## config.mk

```make
export PLATFORM = sky130hd
export DESIGN_NAME = modular_exponentiation
export DESIGN_NICKNAME = d
export VERILOG_FILES = /design/src/rtl/modexp_pkg.sv /design/src/rtl/modular_exponentiation.sv /design/src/rtl/modexp_cell.sv
export SDC_FILE = /design/constraint.sdc
export NUM_CORES = 1
export LEC_CHECK = 0
export BUFFER_PORTS_ARGS = -buffer_cell sky130_fd_sc_hd__buf_2
export CAP_MARGIN = 20
export CORE_UTILIZATION = 26
export CTS_CLUSTER_SIZE = 12
export DETAILED_ROUTE_END_ITERATION = 16
export PLACE_DENSITY_LB_ADDON = 0.25
export SETUP_SLACK_MARGIN = 0.02
export SLEW_MARGIN = 30
export SYNTH_ARGS = -nofsm -noshare
export SYNTH_HDL_FRONTEND = slang
export SYNTH_HIERARCHICAL = 1
export SYNTH_SLANG_ARGS = --single-unit
```

## constraint.sdc

```tcl
create_clock -name clk_i -period 29.3 [get_ports clk_i]
set_clock_uncertainty 0.2 [all_clocks]
set_input_delay 5.86 -clock clk_i [delete_from_list [all_inputs] [get_ports clk_i]]
set_output_delay 5.86 -clock clk_i [all_outputs]
set_load 0.01 [all_outputs]
```

## src/rtl/modexp_pkg.sv

```systemverilog
`default_nettype none
package modexp_pkg;
  localparam int VW   = 16;
  localparam int NC   = VW + 2;
  localparam int IDXW = $clog2(VW);
  localparam int CNTW = $clog2(VW + 1);

  localparam logic [2:0] ADDR_MODULUS  = 3'd0;
  localparam logic [2:0] ADDR_EXPONENT = 3'd4;

  typedef enum logic [2:0] {
    S_IDLE = 3'b001,
    S_RUN  = 3'b010,
    S_OUT  = 3'b100
  } state_e;

  typedef enum logic [2:0] {
    OP_RED = 3'b001,
    OP_SQR = 3'b010,
    OP_MUL = 3'b100
  } op_e;

  typedef struct packed {
    logic clr;
    logic step;
    logic add_b;
    logic use_t1;
    logic use_t2;
  } cell_ctl_t;
endpackage
`default_nettype wire

```

## src/rtl/modular_exponentiation.sv

```systemverilog
// a message is reduced, then squared for every exponent bit and multiplied for every set bit;
//   a zero exponent gives its result in the cycle after the transfer
// each modular multiply runs on the row of bit cells, one accumulator bit each
// one message at a time: the next message transfer follows the result transfer
// reset: asynchronous, active low; modulus resets to 1, exponent to 0, block idle
`default_nettype none
module modular_exponentiation (
  input  wire                       clk_i,
  input  wire                       rst_ni,
  input  wire                       psel,
  input  wire                       penable,
  input  wire                       pwrite,
  input  wire  [2:0]                paddr,
  input  wire  [31:0]               pwdata,
  output logic [31:0]               prdata,
  output logic                      pready,
  input  wire                       message_valid_i,
  output logic                      message_ready_o,
  input  wire  [modexp_pkg::VW-1:0] message_i,
  output logic                      result_valid_o,
  input  wire                       result_ready_i,
  output logic [modexp_pkg::VW-1:0] result_o
);
  import modexp_pkg::*;

  logic [VW-1:0]   modulus_q, exponent_q;
  state_e          state_q, state_d;
  op_e             op_q, op_d;
  logic [VW-1:0]   a_q, a_d, acc_q, acc_d, base_q, base_d, res_q, res_d;
  logic [CNTW-1:0] cnt_q, cnt_d;
  logic [IDXW-1:0] idx_q, idx_d;
  logic [VW:0]     m_ext;
  logic [VW-1:0]   b_op, prod, one_mod;
  logic [NC-1:0]   r_row;
  logic [NC:0]     c0, c1, c2;
  cell_ctl_t       ctl;
  logic            wr_en;

  assign pready = 1'b1;
  assign wr_en  = psel & penable & pwrite;

  always_ff @(posedge clk_i or negedge rst_ni) begin
    if (!rst_ni) begin
      modulus_q  <= VW'(1);
      exponent_q <= '0;
    end else if (wr_en) begin
      if (paddr == ADDR_MODULUS) begin
        modulus_q <= pwdata[VW-1:0];
      end else if (paddr == ADDR_EXPONENT) begin
        exponent_q <= pwdata[VW-1:0];
      end
    end
  end

  always_comb begin
    prdata = '0;
    if (paddr == ADDR_MODULUS) begin
      prdata = 32'(modulus_q);
    end else if (paddr == ADDR_EXPONENT) begin
      prdata = 32'(exponent_q);
    end
  end

  // zero modulus stands for 2^VW
  assign m_ext   = {modulus_q == '0, modulus_q};
  assign one_mod = (m_ext == (VW + 1)'(1)) ? '0 : VW'(1);
  assign prod    = r_row[VW-1:0];

  always_comb begin
    case (op_q)
      OP_RED:  b_op = VW'(1);
      OP_SQR:  b_op = acc_q;
      OP_MUL:  b_op = base_q;
      default: b_op = acc_q;
    endcase
  end

  assign c0[0] = 1'b0;
  assign c1[0] = 1'b1;
  assign c2[0] = 1'b1;

  for (genvar i = 0; i < NC; i++) begin : g_cell
    logic r_lo, b_bit, m_bit, m2_bit;
    if (i == 0) begin : g_lo0
      assign r_lo   = 1'b0;
      assign m2_bit = 1'b0;
    end else begin : g_lo
      assign r_lo   = r_row[i-1];
      assign m2_bit = (i - 1 <= VW) ? m_ext[(i-1) % (VW+1)] : 1'b0;
    end
    assign b_bit = (i < VW) ? b_op[i % VW] : 1'b0;
    assign m_bit = (i <= VW) ? m_ext[i % (VW+1)] : 1'b0;
    modexp_cell u_cell (
      .clk_i  (clk_i),
      .rst_ni (rst_ni),
      .ctl_i  (ctl),
      .r_lo_i (r_lo),
      .b_i    (b_bit),
      .m_i    (m_bit),
      .m2_i   (m2_bit),
      .c0_i   (c0[i]),
      .c1_i   (c1[i]),
      .c2_i   (c2[i]),
      .c0_o   (c0[i+1]),
      .c1_o   (c1[i+1]),
      .c2_o   (c2[i+1]),
      .r_o    (r_row[i])
    );
  end

  always_comb begin
    ctl.clr    = 1'b1;
    ctl.step   = 1'b0;
    ctl.add_b  = a_q[VW-1];
    ctl.use_t2 = c2[NC];
    ctl.use_t1 = c1[NC];
    state_d    = state_q;
    op_d       = op_q;
    a_d        = a_q;
    acc_d      = acc_q;
    base_d     = base_q;
    res_d      = res_q;
    cnt_d      = cnt_q;
    idx_d      = idx_q;
    case (state_q)
      S_IDLE: begin
        if (message_valid_i) begin
          if (exponent_q == '0) begin
            res_d   = VW'(1);
            state_d = S_OUT;
          end else begin
            a_d     = message_i;
            op_d    = OP_RED;
            cnt_d   = '0;
            idx_d   = IDXW'(VW - 1);
            state_d = S_RUN;
          end
        end
      end
      S_RUN: begin
        if (cnt_q != CNTW'(VW)) begin
          ctl.clr  = 1'b0;
          ctl.step = 1'b1;
          a_d      = a_q << 1;
          cnt_d    = cnt_q + CNTW'(1);
        end else begin
          // multiply finished: pick the next one
          cnt_d = '0;
          case (op_q)
            OP_RED: begin
              base_d = prod;
              acc_d  = one_mod;
              a_d    = one_mod;
              op_d   = OP_SQR;
            end
            OP_SQR: begin
              acc_d = prod;
              a_d   = prod;
              if (exponent_q[idx_q]) begin
                op_d = OP_MUL;
              end else if (idx_q == '0) begin
                res_d   = prod;
                state_d = S_OUT;
              end else begin
                idx_d = idx_q - IDXW'(1);
              end
            end
            default: begin
              acc_d = prod;
              a_d   = prod;
              op_d  = OP_SQR;
              if (idx_q == '0) begin
                res_d   = prod;
                state_d = S_OUT;
              end else begin
                idx_d = idx_q - IDXW'(1);
              end
            end
          endcase
        end
      end
      S_OUT: begin
        if (result_ready_i) begin
          state_d = S_IDLE;
        end
      end
      default: state_d = S_IDLE;
    endcase
  end

  always_ff @(posedge clk_i or negedge rst_ni) begin
    if (!rst_ni) begin
      state_q <= S_IDLE;
      op_q    <= OP_RED;
      cnt_q   <= '0;
      idx_q   <= '0;
    end else begin
      state_q <= state_d;
      op_q    <= op_d;
      cnt_q   <= cnt_d;
      idx_q   <= idx_d;
    end
  end

  always_ff @(posedge clk_i) begin
    a_q    <= a_d;
    acc_q  <= acc_d;
    base_q <= base_d;
    res_q  <= res_d;
  end

  assign message_ready_o = (state_q == S_IDLE);
  assign result_valid_o  = (state_q == S_OUT);
  assign result_o        = res_q;
endmodule
`default_nettype wire

```

## src/rtl/modexp_cell.sv

```systemverilog
`default_nettype none
module modexp_cell (
  input  wire                   clk_i,
  input  wire                   rst_ni,
  input  modexp_pkg::cell_ctl_t ctl_i,
  input  wire                   r_lo_i,
  input  wire                   b_i,
  input  wire                   m_i,
  input  wire                   m2_i,
  input  wire                   c0_i,
  input  wire                   c1_i,
  input  wire                   c2_i,
  output logic                  c0_o,
  output logic                  c1_o,
  output logic                  c2_o,
  output logic                  r_o
);
  import modexp_pkg::*;

  logic r_q, r_d;
  logic bb, t, t1, t2;

  // t = 2r + b, t1 = t - m, t2 = t - 2m, one bit slice each
  always_comb begin
    bb   = ctl_i.add_b & b_i;
    t    = r_lo_i ^ bb ^ c0_i;
    c0_o = (r_lo_i & bb) | (r_lo_i & c0_i) | (bb & c0_i);
    t1   = t ^ ~m_i ^ c1_i;
    c1_o = (t & ~m_i) | (t & c1_i) | (~m_i & c1_i);
    t2   = t ^ ~m2_i ^ c2_i;
    c2_o = (t & ~m2_i) | (t & c2_i) | (~m2_i & c2_i);
    r_d  = r_q;
    if (ctl_i.clr) begin
      r_d = 1'b0;
    end else if (ctl_i.step) begin
      if (ctl_i.use_t2) begin
        r_d = t2;
      end else if (ctl_i.use_t1) begin
        r_d = t1;
      end else begin
        r_d = t;
      end
    end
  end

  always_ff @(posedge clk_i or negedge rst_ni) begin
    if (!rst_ni) begin
      r_q <= 1'b0;
    end else begin
      r_q <= r_d;
    end
  end

  assign r_o = r_q;
endmodule
`default_nettype wire

```

==> flow_summary.rst, run 1 <==
.. list-table::
   :header-rows: 1

   * - Metric
     - Value
   * - Worst slew margin
     - 45.5%
   * - Buffer levels on the longest clock path
     - 2
   * - Area delta synth->final
     - 18.1%
   * - Remaining antenna violation count
     - 0
   * - Total negative slack for setup checks
     - 0 ns
   * - Final worst setup slack
     - 16.23 ns
   * - Slew at the pin closest to its max-slew limit
     - 0.810 ns
   * - Die H
     - 177 um
   * - Setup Crit Path Kind
     - in -> out
   * - Worst hold path type
     - reg -> reg
   * - Row Count
     - 63
   * - Core area
     - 0.0300 mm^2
   * - DRC
     - 0
   * - Critical path data required time
     - 23.24 ns
   * - Sequential cell area
     - 0.00353 mm^2
   * - Reported leakage power
     - 0.00422 uW
   * - Crit path cell chain
     - buf_2 -> nor3b_4 -> a22o_1 -> buf_2
   * - Setup repair after global routing missed its margin
     - no
   * - Smallest hold slack
     - 0.327 ns
   * - Fillers
     - 3101
   * - Syn Inst Count
     - 707
   * - Synth warn
     - 6
   * - Largest net degree at the start of global routing
     - 65
   * - Number of global-route vias before repair
     - 5461
   * - Num ports
     - 109
   * - Pre-CTS setup slack
     - 16.02 ns
   * - Biggest fanout along the worst timing path
     - 17
   * - Floorplan die area
     - 0.0314 mm^2
   * - Path depth of the worst reg2reg path
     - 60
   * - Most frequent CP cell
     - sky130_fd_sc_hd__buf_2
   * - Worst EP arrival
     - 7.01 ns
   * - Count of nets after finishing
     - 911
   * - Routed wire length on met3
     - 569 um
   * - HPWL after detailed placement
     - 13600 um
   * - Total global routing overflow
     - 0
   * - Number of buffers inserted by post-CTS setup repair
     - 0
   * - Synthesized area
     - 0.00799 mm^2
   * - Starting utilization of the core area
     - 26.7%
   * - Number of violations reported at the end of detailed-routing iteration 0
     - 288
   * - Area occupied by multi-input gates
     - 0.00396 mm^2
   * - Count of hold buffers inserted by post-cts repair
     - 0
   * - Max incr delay on CP
     - 0.61 ns
   * - Clock tree from TritonCTS
     - built
   * - Outcome
     - finished, final reports clean
   * - Power density of the placed cells
     - 90.6 mW/mm^2
   * - Startpoint of the worst register-to-register path
     - op_q[0]
   * - Highest layer used for signal routing
     - met4
   * - Type of element launching the critical path
     - input port
   * - Endpoint of the worst-slack reg-to-reg timing path
     - g_cell[5].u_cell/r_o
   * - First element of the critical path
     - paddr[1]
   * - Reg clk slew, reported paths
     - 0.06 ns
   * - Share of the core filled with cells
     - 31.5%
   * - Total iterations of the first detailed-routing run
     - 4
   * - Min cycle time layout
     - 13.07 ns
   * - Worst VDD drop
     - 43.0 uV
   * - Wire length of the first global-routing pass
     - 31500 um
   * - CTS H-tree depth
     - 4
   * - Upper clock frequency limit
     - 76.5 MHz
   * - DR WL met2
     - 7730 um
   * - Clock latency at the later pin of the worst-skew pair
     - 0.43 ns
   * - Final wirelength
     - 19400 um
   * - Number of diodes
     - 0
   * - Wl on met1
     - 10900 um
   * - Internal reg-to-reg setup slack
     - 17.39 ns
   * - Buffers on Ports
     - 75
   * - Root buffer selected by CTS
     - sky130_fd_sc_hd__clkbuf_16
   * - Non-filler instance count after layout
     - 1199
   * - Final hold vios
     - 0
   * - Global-route total usage across every layer
     - 13.3%
   * - Clock buffer count from CTS
     - 17
   * - Top delay family on crit path
     - simple AND/OR/NAND/NOR gates
   * - Type of element capturing the critical path
     - primary output
   * - Average routed wire per standard cell
     - 16.1 um
   * - Placer's final routability congestion estimate
     - 0.735
   * - Leading cell type in the layout, fill and taps excluded
     - sky130_fd_sc_hd__inv_1
   * - CP max stage cell
     - sky130_fd_sc_hd__nor3b_4
   * - Final setup viols
     - 0
   * - Post_cts resized
     - 0
   * - Width of the die
     - 177 um
   * - Hold path cells
     - 2
   * - Drt via density
     - 4.39
   * - Combined buffer and inverter count along the critical path
     - 2
   * - Share of cells above drive strength 1
     - 23.7%
   * - Final critical-path share of the clock period
     - 44.6%
   * - Number of vias in the routed layout
     - 5265
   * - Initial antenna violation count
     - 0
   * - # placed instances
     - 1167
   * - Mean instance size in the synthesized netlist
     - 11.3 um^2
   * - Logic depth of the worst path, buffers included
     - 4
   * - Final number of max-transition violations
     - 0
   * - Max Cap Viol
     - 0
   * - Most frequent cells in the layout
     - sky130_fd_sc_hd__inv_1 (94), sky130_fd_sc_hd__buf_2 (75), sky130_fd_sc_hd__edfxtp_1 (64)
   * - Number of clock sinks
     - 128
   * - CP Capture Point
     - prdata[5]
## report_power, final
part / leakage [uW] / internal [uW] / switching, uW
clock network: 0.000297 / 130 / 95.4
logic: 0.00248 / 139 / 216
registers: 0.00145 / 236 / 39.1
## routing by layer
metal  vias up  GRT usage, %
met2       111          17.9
met1      2558          20.8
met3        12          3.04
li1       2584             -
met5         -             0
met4         0          3.74
## worst reg2reg max path, delay by kind of cell, from the launching register on
kind | cells | cell delay, ns
adders and majority gates | 18 | 6.97
buffers and inverters | 35 | 2.46
and+or+nand+nor | 4 | 0.94
AOI/OAI and AO/OA | 3 | 0.69
DFF | 1 | 0.56
## flip-flops by register name (all words and copies together), names as in the netlist
signal,flops
a_q,16
acc_q,16
base_q,16
cnt_q,5
exponent_q,16
g_cell.u_cell/r_o,17
idx_q,4
modulus_q,16
op_q,3
result_o,16
state_q,3
## final cells by class
class                   count  share of cell area, %
flip-flops and latches    128                   37.4
repair buffers             88                   5.05
well taps                 390                   5.17
inverters                  99                   3.94
clock buffers              17                   4.51
multi-input cells         462                   42.0
clock inverters            15                   1.98
## worst min path at each step
stage	startpoint	end	slack, ns
finish	op_q[0]	op_q[0]	0.33
global route	op_q[0]	op_q[0]	0.36
detailed placement	op_q[0]	op_q[0]	0.32
floorplan	op_q[0]	op_q[0]	0.29
global placement	op_q[0]	op_q[0]	0.31
CTS	op_q[0]	op_q[0]	0.33
## stage by stage
step	area [um^2]	power [uW]
final	9440	855
after global placement	8820	636
after CTS	9430	869
after floorplan	8080	538
after global routing	9440	935
after detailed placement	8820	637
No activity file was read; power rests on OpenSTA's default activity.
==> inputs of run 2 (changes only) <==
ABC_AREA = 1   (was not set)
clock period = 11.87 ns   (was 29.3 ns; I/O delays follow)
==> run 2 against run 1 <==
Against the previous run:
- register-to-register slack worse by 16 ns
- largest power group unchanged
- clock-buffer cell count up 1
- area after synthesis up 1.0%
- combinational power rose to 3.4 times the previous value
- routed wire length up 3.7%
- synthesized cell count up 26%
==> flow_summary.rst, run 2 <==
.. list-table::
   :header-rows: 1

   * - Metric
     - Value
   * - Outcome
     - finished, final reports clean
   * - Number of clock sinks
     - 128
   * - Combinational share of power
     - 46.5%
   * - Die H
     - 178 um
   * - Global-route total usage across every layer
     - 13.6%
   * - Starting utilization of the core area
     - 26.4%
   * - Floorplan die area
     - 0.0318 mm^2
   * - Type of element launching the critical path
     - flop
   * - Total global routing overflow
     - 0
   * - Most Crowded Layer GR
     - met2
   * - Internal reg-to-reg setup slack
     - 1.0 ns
   * - Number of global-route vias before repair
     - 6009
   * - Worst VDD drop
     - 107 uV
   * - Startpoint of the worst hold path
     - op_q[0]
   * - Min cycle time layout
     - 10.87 ns
   * - Count of nets after finishing
     - 1095
   * - Clock latency at the later pin of the worst-skew pair
     - 0.43 ns
   * - Total iterations of the first detailed-routing run
     - 5
   * - Width of the die
     - 178 um
   * - Number of buffers inserted by post-CTS setup repair
     - 0
   * - Type of element capturing the critical path
     - flop
   * - Hold path cells
     - 2
   * - Leading cell type in the layout, fill and taps excluded
     - sky130_fd_sc_hd__inv_1
   * - Syn Inst Count
     - 891
   * - Average routed wire per standard cell
     - 14.5 um
   * - Critical path data required time
     - 12.01 ns
   * - Final critical-path share of the clock period
     - 91.6%
   * - Setup repair after global routing missed its margin
     - no
   * - Upper clock frequency limit
     - 92.0 MHz
   * - Flip-flop count of the largest register, all copies and words added
     - 17
   * - Share of the core filled with cells
     - 31.3%
   * - Buffer levels on the longest clock path
     - 2
   * - Worst slew margin
     - 44.5%
   * - Power density of the placed cells
     - 268 mW/mm^2
   * - Placement-stage cell area
     - 0.00887 mm^2
   * - Fraction of power consumed by the clock network
     - 24.3%
   * - Sequential cell fraction of total power
     - 29.2%
   * - CTS H-tree depth
     - 4
   * - Sw power
     - 1100 uW
   * - Number of violations reported at the end of detailed-routing iteration 0
     - 345
   * - Most frequent CP cell
     - sky130_fd_sc_hd__inv_1
   * - Remaining antenna violation count
     - 0
   * - DRC
     - 0
   * - Slew at the pin closest to its max-slew limit
     - 0.831 ns
   * - Final hold vios
     - 0
   * - Total non-filler cell area in the finished layout
     - 0.00957 mm^2
   * - Synthesized area
     - 0.00807 mm^2
   * - Root buffer selected by CTS
     - sky130_fd_sc_hd__clkbuf_16
   * - Reported leakage power
     - 0.00478 uW
   * - Count of hold buffers inserted by post-cts repair
     - 0
   * - Number of diodes
     - 0
   * - Buffers on Ports
     - 75
   * - End point of the worst hold path
     - op_q[0]
   * - Clock tree from TritonCTS
     - built
   * - Mean instance size in the synthesized netlist
     - 9.06 um^2
   * - Number of vias in the routed layout
     - 5998
   * - Final wirelength
     - 20100 um
   * - Share of cells above drive strength 1
     - 15.0%
   * - Largest net degree at the start of global routing
     - 65
   * - Area delta synth->final
     - 18.6%
   * - GR Util met1
     - 19.2%
   * - Routing usage on met3
     - 2.43%
   * - Worst EP arrival
     - 11.02 ns
   * - Max Cap Viol
     - 0
   * - Combined buffer and inverter count along the critical path
     - 37
   * - Final number of max-transition violations
     - 0
   * - Drt via density
     - 4.32
   * - Row Count
     - 64
   * - Clock buffer count from CTS
     - 17
   * - Reg clk slew, reported paths
     - 0.06 ns
   * - Placer's final routability congestion estimate
     - 0.778
   * - Path depth of the worst reg2reg path
     - 60
   * - Startpoint of the worst register-to-register path
     - op_q[0]
   * - Num ports
     - 109
   * - Final setup viols
     - 0
   * - Synth warn
     - 6
   * - Total power
     - 2570 uW
   * - Most frequent cells in the layout
     - sky130_fd_sc_hd__inv_1 (224), sky130_fd_sc_hd__nand2_1 (182), sky130_fd_sc_hd__buf_2 (75)
   * - Setup Crit Path Kind
     - reg -> reg
   * - Smallest hold slack
     - 0.298 ns
   * - Max incr delay on CP
     - 0.56 ns
   * - Biggest fanout along the worst timing path
     - 34
   * - Worst hold path type
     - reg -> reg
   * - Endpoint of the worst-slack reg-to-reg timing path
     - g_cell[6].u_cell/r_o
   * - Internal power consumption
     - 1470 uW
   * - Switch share
     - 42.8%
   * - Initial antenna violation count
     - 0
   * - HPWL after detailed placement
     - 14600 um
   * - Wire length of the first global-routing pass
     - 32700 um
   * - Fraction of met2 tracks used by global routing
     - 21.3%
   * - Top delay family on crit path
     - adder cells
   * - CP max stage cell
     - sky130_fd_sc_hd__dfstp_2
   * - Core area
     - 0.0306 mm^2
   * - Total negative slack for setup checks
     - 0 ns
==> run 2: what timing repair did <==
action	CTS	global route
hold endpoints to repair	0	0
endpoints found under the setup margin	0	1
gates resized for setup	0	1
==> run 2: metal layers <==
metal | up-vias | routed length [um]
li1 | 2942 | -
met1 | 2912 | 9990
met4 | 0 | 165
met2 | 132 | 9190
met5 | - | 0
met3 | 12 | 728
==> run 2: per-stage QoR <==
step | cells | setup WS, ns
final | 1388 | 0.996
after global routing | 1388 | 0.104
after CTS | 1388 | 0.864
after detailed placement | 1357 | 0.955
after global placement | 1357 | 0.979
after floorplan | 914 | 1.02
==> run 2: power groups by stage <==
stage | combinational, uW | clock, uW | sequential, uW
final | 1200 | 623 | 751
after floorplan | 896 | 0 | 725
after global routing | 1410 | 654 | 772
after detailed placement | 1210 | 0 | 762
after global placement | 1190 | 0 | 760
after CTS | 1220 | 633 | 755
==> run 2: tightest hold or removal path, delay by kind of cell, from the launching register on <==
kind             cells  cell delay (ns)
flip-flops           1             0.39
AND/OR/NAND/NOR      2             0.12
==> run 2: area by class of cell <==
cell class	count	area, um^2
Fill cell	3240	21000
Sequential cell	128	3530
Multi-Input combinational cell	514	3530
Inverter	234	878
Tap cell	396	495
Timing Repair Buffer	85	458
Clock buffer	18	429
Clock inverter	13	259
==> run 2: how the worst max path moves through the flow <==
stage | start | endpoint | slack (ns) | cells after the start
global route | op_q[0] | g_cell[8].u_cell/r_o | 0.10 | 62
finish | op_q[0] | g_cell[6].u_cell/r_o | 1.0 | 60
CTS | op_q[0] | g_cell[16].u_cell/r_o | 0.86 | 62
detailed placement | op_q[0] | g_cell[0].u_cell/r_o | 0.95 | 62
floorplan | op_q[1] | g_cell[11].u_cell/r_o | 1.02 | 62
global placement | op_q[0] | g_cell[16].u_cell/r_o | 0.98 | 62
